<file path="src/hw/rtl/pi_controller_trapezoid_clamped_macros.svh">
// -----------------------------------------------------------------------------
// PI controller assertion macros
// Shared concurrent assertion forms, clocked on rising edge, reset-qualified.
// -----------------------------------------------------------------------------
`ifndef PI_CONTROLLER_TRAPEZOID_CLAMPED_MACROS_SVH
`define PI_CONTROLLER_TRAPEZOID_CLAMPED_MACROS_SVH

// same-cycle implication
`define PITC_ASSERT_NOW(lbl, clk, rst_n, ante, cons) \
	lbl: assert property (@(posedge clk) disable iff (!rst_n) (ante) |-> (cons)) \
		else $error("pitc: same-cycle check failed");

// next-cycle implication
`define PITC_ASSERT_NEXT(lbl, clk, rst_n, ante, cons) \
	lbl: assert property (@(posedge clk) disable iff (!rst_n) (ante) |=> (cons)) \
		else $error("pitc: next-cycle check failed");

`endif

</file>
<file path="src/hw/rtl/pitc_pkg.sv">
// -----------------------------------------------------------------------------
// pitc_pkg
// Types, register map and reset values of the clamped PI controller.
// -----------------------------------------------------------------------------
package pitc_pkg;

	localparam int unsigned AddrWidth = 5;
	localparam int unsigned DataWidth = 32;

	// register indexes (byte address = 4 * index)
	localparam logic [2:0] IDX_KP_GAIN    = 3'd0;
	localparam logic [2:0] IDX_KI_TS_GAIN = 3'd1;
	localparam logic [2:0] IDX_INTEG_MAX  = 3'd2;
	localparam logic [2:0] IDX_INTEG_MIN  = 3'd3;
	localparam logic [2:0] IDX_DRIVE_MAX  = 3'd4;
	localparam logic [2:0] IDX_DRIVE_MIN  = 3'd5;

	localparam logic [15:0]        KP_GAIN_RST    = 16'd256;
	localparam logic [15:0]        KI_TS_GAIN_RST = 16'd0;
	localparam logic signed [15:0] LIMIT_HI_RST   = 16'sd15616;
	localparam logic signed [15:0] LIMIT_LO_RST   = -16'sd15616;

	typedef struct packed {
		logic signed [15:0] setpoint;
		logic signed [15:0] measured;
	} sample_t;

	typedef struct packed {
		logic signed [15:0] drive;
		logic               clamped;
	} result_t;

	typedef struct packed {
		logic [15:0]        kp_gain;
		logic [15:0]        ki_ts_gain;
		logic signed [15:0] integ_max;
		logic signed [15:0] integ_min;
		logic signed [15:0] drive_max;
		logic signed [15:0] drive_min;
	} cfg_t;

endpackage

</file>
<file path="src/hw/rtl/pitc_step.sv">
// -----------------------------------------------------------------------------
// pitc_step
// One control step: error, trapezoidal integrator with clamp, P term, output clamp.
// -----------------------------------------------------------------------------
module pitc_step (
	input  logic             clk,
	input  logic             arst_n,
	input  logic             step,
	input  pitc_pkg::sample_t sample,
	input  pitc_pkg::cfg_t   cfg,
	output pitc_pkg::result_t result
);
	import pitc_pkg::*;

	logic signed [16:0] last_err_q;
	logic signed [31:0] integ_q;

	logic signed [16:0] err;
	logic signed [17:0] err_pair;
	logic signed [34:0] inc;
	logic signed [35:0] integ_sum;
	logic signed [35:0] imax_w;
	logic signed [35:0] imin_w;
	logic signed [35:0] integ_sat;
	logic signed [33:0] prop;
	logic signed [34:0] total;
	logic signed [26:0] val;
	logic signed [26:0] dmax_w;
	logic signed [26:0] dmin_w;

	always_comb begin
		err      = {sample.setpoint[15], sample.setpoint} - {sample.measured[15], sample.measured};
		err_pair = {err[16], err} + {last_err_q[16], last_err_q};
		inc      = $signed({1'b0, cfg.ki_ts_gain}) * err_pair;
		integ_sum = {{4{integ_q[31]}}, integ_q} + {inc[34], inc};

		// limits are Q8.8, integrator is Q8.24
		imax_w = {{4{cfg.integ_max[15]}}, cfg.integ_max, 16'b0};
		imin_w = {{4{cfg.integ_min[15]}}, cfg.integ_min, 16'b0};
		if (integ_sum >= imax_w) begin
			integ_sat = imax_w;
		end else if (integ_sum <= imin_w) begin
			integ_sat = imin_w;
		end else begin
			integ_sat = integ_sum;
		end

		prop  = $signed({1'b0, cfg.kp_gain}) * err;
		// floor shifts: drop 8 LSBs of integrator, then 8 LSBs of the sum
		total = {prop[33], prop} + {{11{integ_sat[31]}}, integ_sat[31:8]};
		val   = total[34:8];

		dmax_w = {{11{cfg.drive_max[15]}}, cfg.drive_max};
		dmin_w = {{11{cfg.drive_min[15]}}, cfg.drive_min};
		if (val >= dmax_w) begin
			result.drive   = cfg.drive_max;
			result.clamped = 1'b1;
		end else if (val <= dmin_w) begin
			result.drive   = cfg.drive_min;
			result.clamped = 1'b1;
		end else begin
			result.drive   = val[15:0];
			result.clamped = 1'b0;
		end
	end

	always_ff @(posedge clk or negedge arst_n) begin
		if (!arst_n) begin
			last_err_q <= '0;
			integ_q    <= '0;
		end else if (step) begin
			last_err_q <= err;
			integ_q    <= integ_sat[31:0];
		end
	end

endmodule

</file>
<file path="src/hw/rtl/pi_controller_trapezoid_clamped.sv">
// -----------------------------------------------------------------------------
// pi_controller_trapezoid_clamped: PI controller, trapezoidal integrator, clamping
// Datapath: an accepted sample goes into the input reg, then is stepped into the result reg.
// Throughput: one request per cycle while results are taken; result back-pressure holds it.
// Reset (arst_n low): pipeline empty, integrator and last error zero, registers at defaults.
// -----------------------------------------------------------------------------
`include "pi_controller_trapezoid_clamped_macros.svh"

module pi_controller_trapezoid_clamped (
	input  logic                               clk,
	input  logic                               arst_n,
	// sample channel
	input  logic                               sample_valid,
	output logic                               sample_ready,
	input  pitc_pkg::sample_t                  sample,
	// result channel
	output logic                               result_valid,
	input  logic                               result_ready,
	output pitc_pkg::result_t                  result,
	// configuration port
	input  logic                               psel,
	input  logic                               penable,
	input  logic                               pwrite,
	input  logic [pitc_pkg::AddrWidth-1:0]     paddr,
	input  logic [pitc_pkg::DataWidth-1:0]     pwdata,
	output logic [pitc_pkg::DataWidth-1:0]     prdata,
	output logic                               pready
);
	import pitc_pkg::*;

	// ---------------------------------------------------------------------
	// Config registers: the user writes them only while the controller is
	// idle; the block does not enforce it. Step logic reads them directly.
	// ---------------------------------------------------------------------
	cfg_t       cfg_q;
	logic       cfg_wr;
	logic [2:0] reg_idx;

	assign pready  = 1'b1;
	assign reg_idx = paddr[4:2];
	assign cfg_wr  = psel & penable & pwrite & pready;

	always_ff @(posedge clk or negedge arst_n) begin
		if (!arst_n) begin
			cfg_q.kp_gain    <= KP_GAIN_RST;
			cfg_q.ki_ts_gain <= KI_TS_GAIN_RST;
			cfg_q.integ_max  <= LIMIT_HI_RST;
			cfg_q.integ_min  <= LIMIT_LO_RST;
			cfg_q.drive_max  <= LIMIT_HI_RST;
			cfg_q.drive_min  <= LIMIT_LO_RST;
		end else if (cfg_wr) begin
			unique case (reg_idx)
				IDX_KP_GAIN:    cfg_q.kp_gain    <= pwdata[15:0];
				IDX_KI_TS_GAIN: cfg_q.ki_ts_gain <= pwdata[15:0];
				IDX_INTEG_MAX:  cfg_q.integ_max  <= pwdata[15:0];
				IDX_INTEG_MIN:  cfg_q.integ_min  <= pwdata[15:0];
				IDX_DRIVE_MAX:  cfg_q.drive_max  <= pwdata[15:0];
				IDX_DRIVE_MIN:  cfg_q.drive_min  <= pwdata[15:0];
				default: ; // unmapped index: write dropped
			endcase
		end
	end

	// read mux; signed limits come back sign-extended
	always_comb begin
		unique case (reg_idx)
			IDX_KP_GAIN:    prdata = {16'b0, cfg_q.kp_gain};
			IDX_KI_TS_GAIN: prdata = {16'b0, cfg_q.ki_ts_gain};
			IDX_INTEG_MAX:  prdata = {{16{cfg_q.integ_max[15]}}, cfg_q.integ_max};
			IDX_INTEG_MIN:  prdata = {{16{cfg_q.integ_min[15]}}, cfg_q.integ_min};
			IDX_DRIVE_MAX:  prdata = {{16{cfg_q.drive_max[15]}}, cfg_q.drive_max};
			IDX_DRIVE_MIN:  prdata = {{16{cfg_q.drive_min[15]}}, cfg_q.drive_min};
			default:        prdata = '0;
		endcase
	end

	// ---------------------------------------------------------------------
	// Two-stage pipe: stage 1 holds the accepted sample, stage 2 the
	// result. Stage 1 moves into stage 2 (and commits the controller
	// state) whenever stage 2 is empty or being drained, so a new request
	// is taken every cycle while results are taken. A waiting result
	// leaves room for one more request in stage 1.
	// ---------------------------------------------------------------------
	logic    valid_s1;
	sample_t sample_s1;
	logic    valid_s2;
	result_t result_s2;
	result_t step_result;
	logic    adv;

	assign adv          = valid_s1 & (~valid_s2 | result_ready);
	assign sample_ready = ~valid_s1 | adv;
	assign result_valid = valid_s2;
	assign result       = result_s2;

	always_ff @(posedge clk or negedge arst_n) begin
		if (!arst_n) begin
			valid_s1 <= 1'b0;
			valid_s2 <= 1'b0;
		end else begin
			if (sample_ready) begin
				valid_s1 <= sample_valid;
			end
			if (adv) begin
				valid_s2 <= 1'b1;
			end else if (result_ready) begin
				valid_s2 <= 1'b0;
			end
		end
	end

	always_ff @(posedge clk) begin
		if (sample_valid & sample_ready) begin
			sample_s1 <= sample;
		end
		if (adv) begin
			result_s2 <= step_result;
		end
	end

	// integrator and last error live in the step unit and update on adv
	pitc_step u_step (
		.clk    (clk),
		.arst_n (arst_n),
		.step   (adv),
		.sample (sample_s1),
		.cfg    (cfg_q),
		.result (step_result)
	);

	// ---------------------------------------------------------------------
	// Checks
	// ---------------------------------------------------------------------
	`PITC_ASSERT_NEXT(a_accept_fills_s1, clk, arst_n, sample_valid && sample_ready, valid_s1)
	`PITC_ASSERT_NEXT(a_adv_fills_s2, clk, arst_n, adv, valid_s2)
	`PITC_ASSERT_NEXT(a_s1_holds_on_stall, clk, arst_n, valid_s1 && !adv, valid_s1 && $stable(sample_s1))
	`PITC_ASSERT_NOW(a_no_adv_on_stall, clk, arst_n, valid_s2 && !result_ready, !adv)

endmodule

</file>
<file path="config.mk">
export PLATFORM = sky130hd
export DESIGN_NAME = pi_controller_trapezoid_clamped
export DESIGN_NICKNAME = d
export VERILOG_FILES = /design/src/hw/rtl/pitc_pkg.sv /design/src/hw/rtl/pitc_step.sv /design/src/hw/rtl/pi_controller_trapezoid_clamped.sv
export VERILOG_INCLUDE_DIRS = /design/src /design/src/hw/rtl
export SDC_FILE = /design/constraint.sdc
export NUM_CORES = 2
export LEC_CHECK = 0
export ABC_AREA = 1
export ABC_CLOCK_PERIOD_IN_PS = 19500
export BUFFER_PORTS_ARGS = -buffer_cell sky130_fd_sc_hd__buf_2
export CORE_UTILIZATION = 60
export CTS_BUF_LIST = sky130_fd_sc_hd__clkbuf_8 sky130_fd_sc_hd__clkbuf_16
export DETAILED_ROUTE_END_ITERATION = 8
export PLACE_DENSITY = 0.78
export SETUP_SLACK_MARGIN = 0.5
export SYNTH_ARGS = -nofsm -noshare
export SYNTH_HDL_FRONTEND = slang
export SYNTH_SLANG_ARGS = --single-unit
</file>
<file path="constraint.sdc">
create_clock -name clk -period 19.5 [get_ports clk]
set_clock_uncertainty 0.15 [all_clocks]
set_input_delay 0.975 -clock clk [delete_from_list [all_inputs] [get_ports clk]]
set_output_delay 0.975 -clock clk [all_outputs]
set_load 0.1 [all_outputs]
</file>
After elaboration in Yosys (flattened, before gate mapping)

Cells that the tools add are included.

Flip-flop bits (word level): 196

Multiply operators: 2
Equal/unequal tests: 5
Order comparisons: 4
Reduce and logical (&&, ||, !) cells: 8
Add/sub/neg operators: 4
Mux-type cells: 7
Bitwise operators: 8

Operators with widths:

| operator             | count |
|---|---|
| $pmux W32 S6         | 1 |
| $mux W32             | 2 |
| $add A32 B35 Y36     | 1 |
| $ge A36 B32 Y1       | 1 |
| $le A36 B32 Y1       | 1 |
| $add A34 B24 Y35     | 1 |
| $mul A17 B18 Y35     | 1 |
| $mul A17 B17 Y34     | 1 |
| $mux W17             | 2 |
| $ge A27 B16 Y1       | 1 |
| $le A27 B16 Y1       | 1 |
| $add A17 B17 Y18     | 1 |
| $sub A16 B16 Y17     | 1 |
| $reduce_and A2 Y1    | 6 |
| $eq A3 B2 Y1 const B | 2 |
| $eq A3 B3 Y1 const B | 2 |
| $and A1 B1 Y1        | 4 |
| $eq A3 B1 Y1 const B | 1 |
| $logic_not A3 Y1     | 1 |
| $mux W1              | 2 |
| $not A1 Y1           | 2 |
| $or A1 B1 Y1         | 2 |
| $reduce_bool A2 Y1   | 1 |

Depth between registers and ports, before layout

Word-level depth: 11
Depth in mapped cells: 107
Gate-level depth less buffers: 103

Modules after synthesis

A second synthesis with hierarchy kept.

Cell total of the unflattened synthesis: 4471
Area total of the unflattened synthesis: 35704.2 um^2

Modules (own cells, without submodules):

| module                          | seq. area each (um^2) | area each (um^2) | times used | cells an instance |
|---|---|---|---|---|
| pitc_step                       | 1226.2                | 29189.2          | 1          | 3774 |
| pi_controller_trapezoid_clamped | 3947.5                | 6515.0           | 1          | 697 |

Worst setup path before layout

Ideal clock, no wire load.

Kind: flip-flop to flip-flop
Start point: register sample_s1[16] in the netlist's numbering
End point: register result_s2 (netlist bit result[9]) (data pin)
Period minus slack after synthesis: 16982 ps
Cell stages (with the launch flop): 93
Required time: 19084 ps
Library setup time: 266 ps
Buffers on the path: 5
Setup slack: 2518 ps
Arrival: 16567 ps
Path through: edfxtp_1 > inv_1 > ha_1 > inv_1 > fa_1 > nand3_1 > nand2_1 > a21oi_1 > o21ai_0 > or2_2 > nand2_1 > inv_1 > clkbuf_1 > ha_1 > inv_1 > nor3_1 > nor3b_1 > nand4_1 > [... 57 more ...] > nand2_1 > nand2_1 > nand2_1 > a31oi_2 > nand2_1 > nand2_1 > xor2_1 > inv_1 > ha_1 > nand4_1 > nor3_1 > nand3_1 > a21o_1 > nand3_1 > clkbuf_1 > a21oi_1 > o21ai_0 > o21ai_0

RTL lines:

| what                   | RTL line                               | text |
|---|---|---|
| start, declared        | pi_controller_trapezoid_clamped.sv:85  | `sample_t sample_s1;` |
| start signal, assigned | pi_controller_trapezoid_clamped.sv:114 | `sample_s1 <= sample;` |
| end signal, assigned   | pi_controller_trapezoid_clamped.sv:117 | `result_s2 <= step_result;` |
| end, declared          | pi_controller_trapezoid_clamped.sv:87  | `result_t result_s2;` |

==> impl_metrics.ini <==
[clocking]
cts.htree.levels = 4
hold_buffers = 0
cts_buffers = 17
clock_sinks = 196
cts_tree = built
cts_max_path_buffers = 2
cts-root-buf = clkbuf_16
clock_latency_ns = 0.48
clk_pin_slew_ns = 0.09

[logic_synthesis]
ys_ff_latch = 196
syn_avg_cell_area_sq_um = 8.192
synth_top_cells_by_area = fa_1 (33%), ha_1 (12%), inv_1 (11%), dfrtp_1 (9.3%), nand2_1 (8.8%)
ys_seq_area_share_pct = 14.99
syn_area_sq_um = 34520
ys_types = 67
synthFlopType = dfrtp_1
async_flop_share_pct = 75.00
synth_common_cells = inv_1 (992), nand2_1 (810), fa_1 (575), nor2_1 (345), ha_1 (342)
yosys_warnings = 0
yosys.area.top_type = fa_1
synth_most_common_cell = inv_1
synth_edf_count = 49
synthCells = 4214
synth_top_area_share_pct = 33.35
synth_nets = 5207

[timing]
worst_pin_slew_ns = 1.203
maxSlewHeadroom_pct = 19.69
setup_viol = 0
rsz0062_at_grt = false
tns_ns = 0
hold_violations = 0
max_freq_mhz = 55.80
report.final.slew_viol_count = 0
finalHoldWorstSlack_ns = 0.3422
period_share_pct = 91.90
period_needed_ns = 17.92

[outcome]
status = finished clean

[placed_design]
place_area_sq_um = 35830
hpwl_microns = 80280
gp_congestion = 0.9715
port-buffer-count = 108

[final_layout]
nets = 5272
fin_area_sq_um = 36870
multi_input_area_sq_um = 25180
drive_above_1_share_pct = 8.178
synthToLayoutAreaGrowth_pct = 6.792
ff_latch_area_sq_um = 5174
n_fill_cell = 4763

[run]
maxCapViolCount = 0

[worst_setup_path]
critPathLaunch = sample_s1[18]
cp-end-kind = flip-flop
r2r_cells = 83
critical_path.max_stage_delay_ns = 0.54
cp.arrival_ns = 17.96
cp_slowest_cell = fa_1
worstSetupPathType = reg -> reg
critPathMostFrequentCell = nand2_1
timing.critical_path.to = result[9]
reg2reg_slack_ns = 1.58
critPathRequiredTime_ns = 19.54
startpoint_type = flip-flop
r2r-end = result[9]
cp_max_fo = 15
reg2reg_from = sample_s1[18]

[global_route]
grt_max_degree = 83
track_usage_pct = 33.85
antenna_found_initial = 0
grt_pass1_vias = 28630
grt.overflow.total = 0
grt_pass1_wl_microns = 153500

[drt]
wl_microns = 96140
dr.pass1.iters = 8
drt_iter0_markers = 2271
route.detailed.drc = 0
ant_nets = 0
vias = 28250
viasPerCell = 5.595
routedWlPerCell_microns = 19.04

[floorplanning]
pin_count = 128
coreArea_sq_um = 56600
fp-row-count = 87
die_area_sq_um = 58500
start_util_pct = 60.99
die_w_microns = 241.9
die_h_microns = 241.9

[worst_hold_path]
min_path_type = reg -> reg
==> per-stage QoR <==
| step | std cells | util, % | setup WS [ns] |
|---|---|---|---|
| 6_report | 5049 | 65.13 | 1.580 |
| 5_1_grt | 5048 | 65.12 | 0.4704 |
| 4_1_cts | 5030 | 64.43 | 0.6149 |
| 3_5_place_dp | 4998 | 63.29 | 0.6513 |
| 3_3_place_gp | 4998 | 63.29 | 0.9621 |
| 2_1_floorplan | 4214 | - | 2.518 |
==> area by class of cell <==
| class | count | area share, % |
|---|---|---|
| diodes | 1 | 0.006788 |
| well taps | 756 | 2.566 |
| repair buffers | 177 | 2.898 |
| clock buffers | 17 | 1.154 |
| inverters | 1018 | 10.46 |
| flip-flops and latches | 196 | 14.03 |
| multi-input cells | 2869 | 68.30 |
| clock inverters | 15 | 0.5838 |
==> cell usage in the layout (no fill, tap or decap), drive strengths merged, types with 3 or more instances in the layout <==
cell type | netlist | routed
o21bai | 8 | 8
a22oi | 3 | 3
xor2 | 52 | 52
buf | 29 | 177
o22ai | 15 | 15
nand4 | 26 | 26
a21boi | 3 | 3
edfxtp | 49 | 49
nor3 | 20 | 20
a21oi | 162 | 162
a21o | 8 | 8
o21a | 5 | 5
nor4 | 7 | 7
inv | 1000 | 1000
a221oi | 14 | 14
xnor2 | 25 | 25
nand3b | 5 | 5
or2 | 26 | 26
clkinvlp | 0 | 8
nand2 | 820 | 820
dfrtp | 128 | 128
a31oi | 6 | 6
ha | 342 | 342
o221ai | 15 | 15
nand3 | 102 | 102
nor2 | 353 | 353
a211oi | 3 | 3
clkinv | 18 | 25
fa | 575 | 575
o21ai | 246 | 246
o31ai | 3 | 3
clkbuf | 102 | 17
dfstp | 19 | 19
o211ai | 9 | 9
==> repair_timing <==
action	CTS	global route
setup buffers	0	18
endpoints found under the setup margin	0	17
resized for setup	0	65
==> registers in the layout (all words and copies together), names as in the netlist <==
signal and count:
u_step.last_err_q 17, sample_s1 32, result_valid 1, u_step.integ_q 32, valid_s1 1, result 17
cfg_q 96
==> logic make-up after synthesis <==
| group | after synthesis | share of synthesized area (%) |
|---|---|---|
| xor gates and xnor gates | 77 | 1.975 |
| other | 1 | 0.01086 |
| adders and majority gates | 917 | 45.74 |
| and+or+nand+nor | 1365 | 16.14 |
| AOI/OAI and AO/OA | 509 | 8.405 |
| DFF | 196 | 14.99 |
| buffers and inverters | 1149 | 12.74 |
==> worst max-delay path, delay by kind of cell, from the launching register on <==
family	cells	cell delay [ns]
adder cells (fa/ha/maj)	18	7.63
AND/OR/NAND/NOR	34	5.55
XOR/XNOR	1	0.19
buffers and inverters	16	1.67
flip-flops	1	0.37
AO/OA/AOI/OAI	14	2.06
==> routing by layer <==
metal / GRT usage [%] / vias up / wire [microns]
met2: 56.40 / 1227 / 46210
met4: 16.40 / 0 / 5248
li1: - / 12920 / -
met3: 5.405 / 302 / 8074
met5: 0 / - / 0
met1: 43.14 / 13800 / 36610
==> worst min path at each step <==
stage | startpoint | to | depth (start not counted)
after floorplan | u_step.integ_q[29] | u_step.integ_q[29] | 2
after global placement | cfg_q[17] | cfg_q[17] | 2
after detailed placement | u_step.integ_q[23] | u_step.integ_q[23] | 2
after CTS | u_step.integ_q[23] | u_step.integ_q[23] | 2
after global routing | u_step.integ_q[25] | u_step.integ_q[25] | 2
final | u_step.integ_q[23] | u_step.integ_q[23] | 2
Power is not shown: default switching activity piles up to over one toggle a cycle in this logic, so the estimate is an artifact.
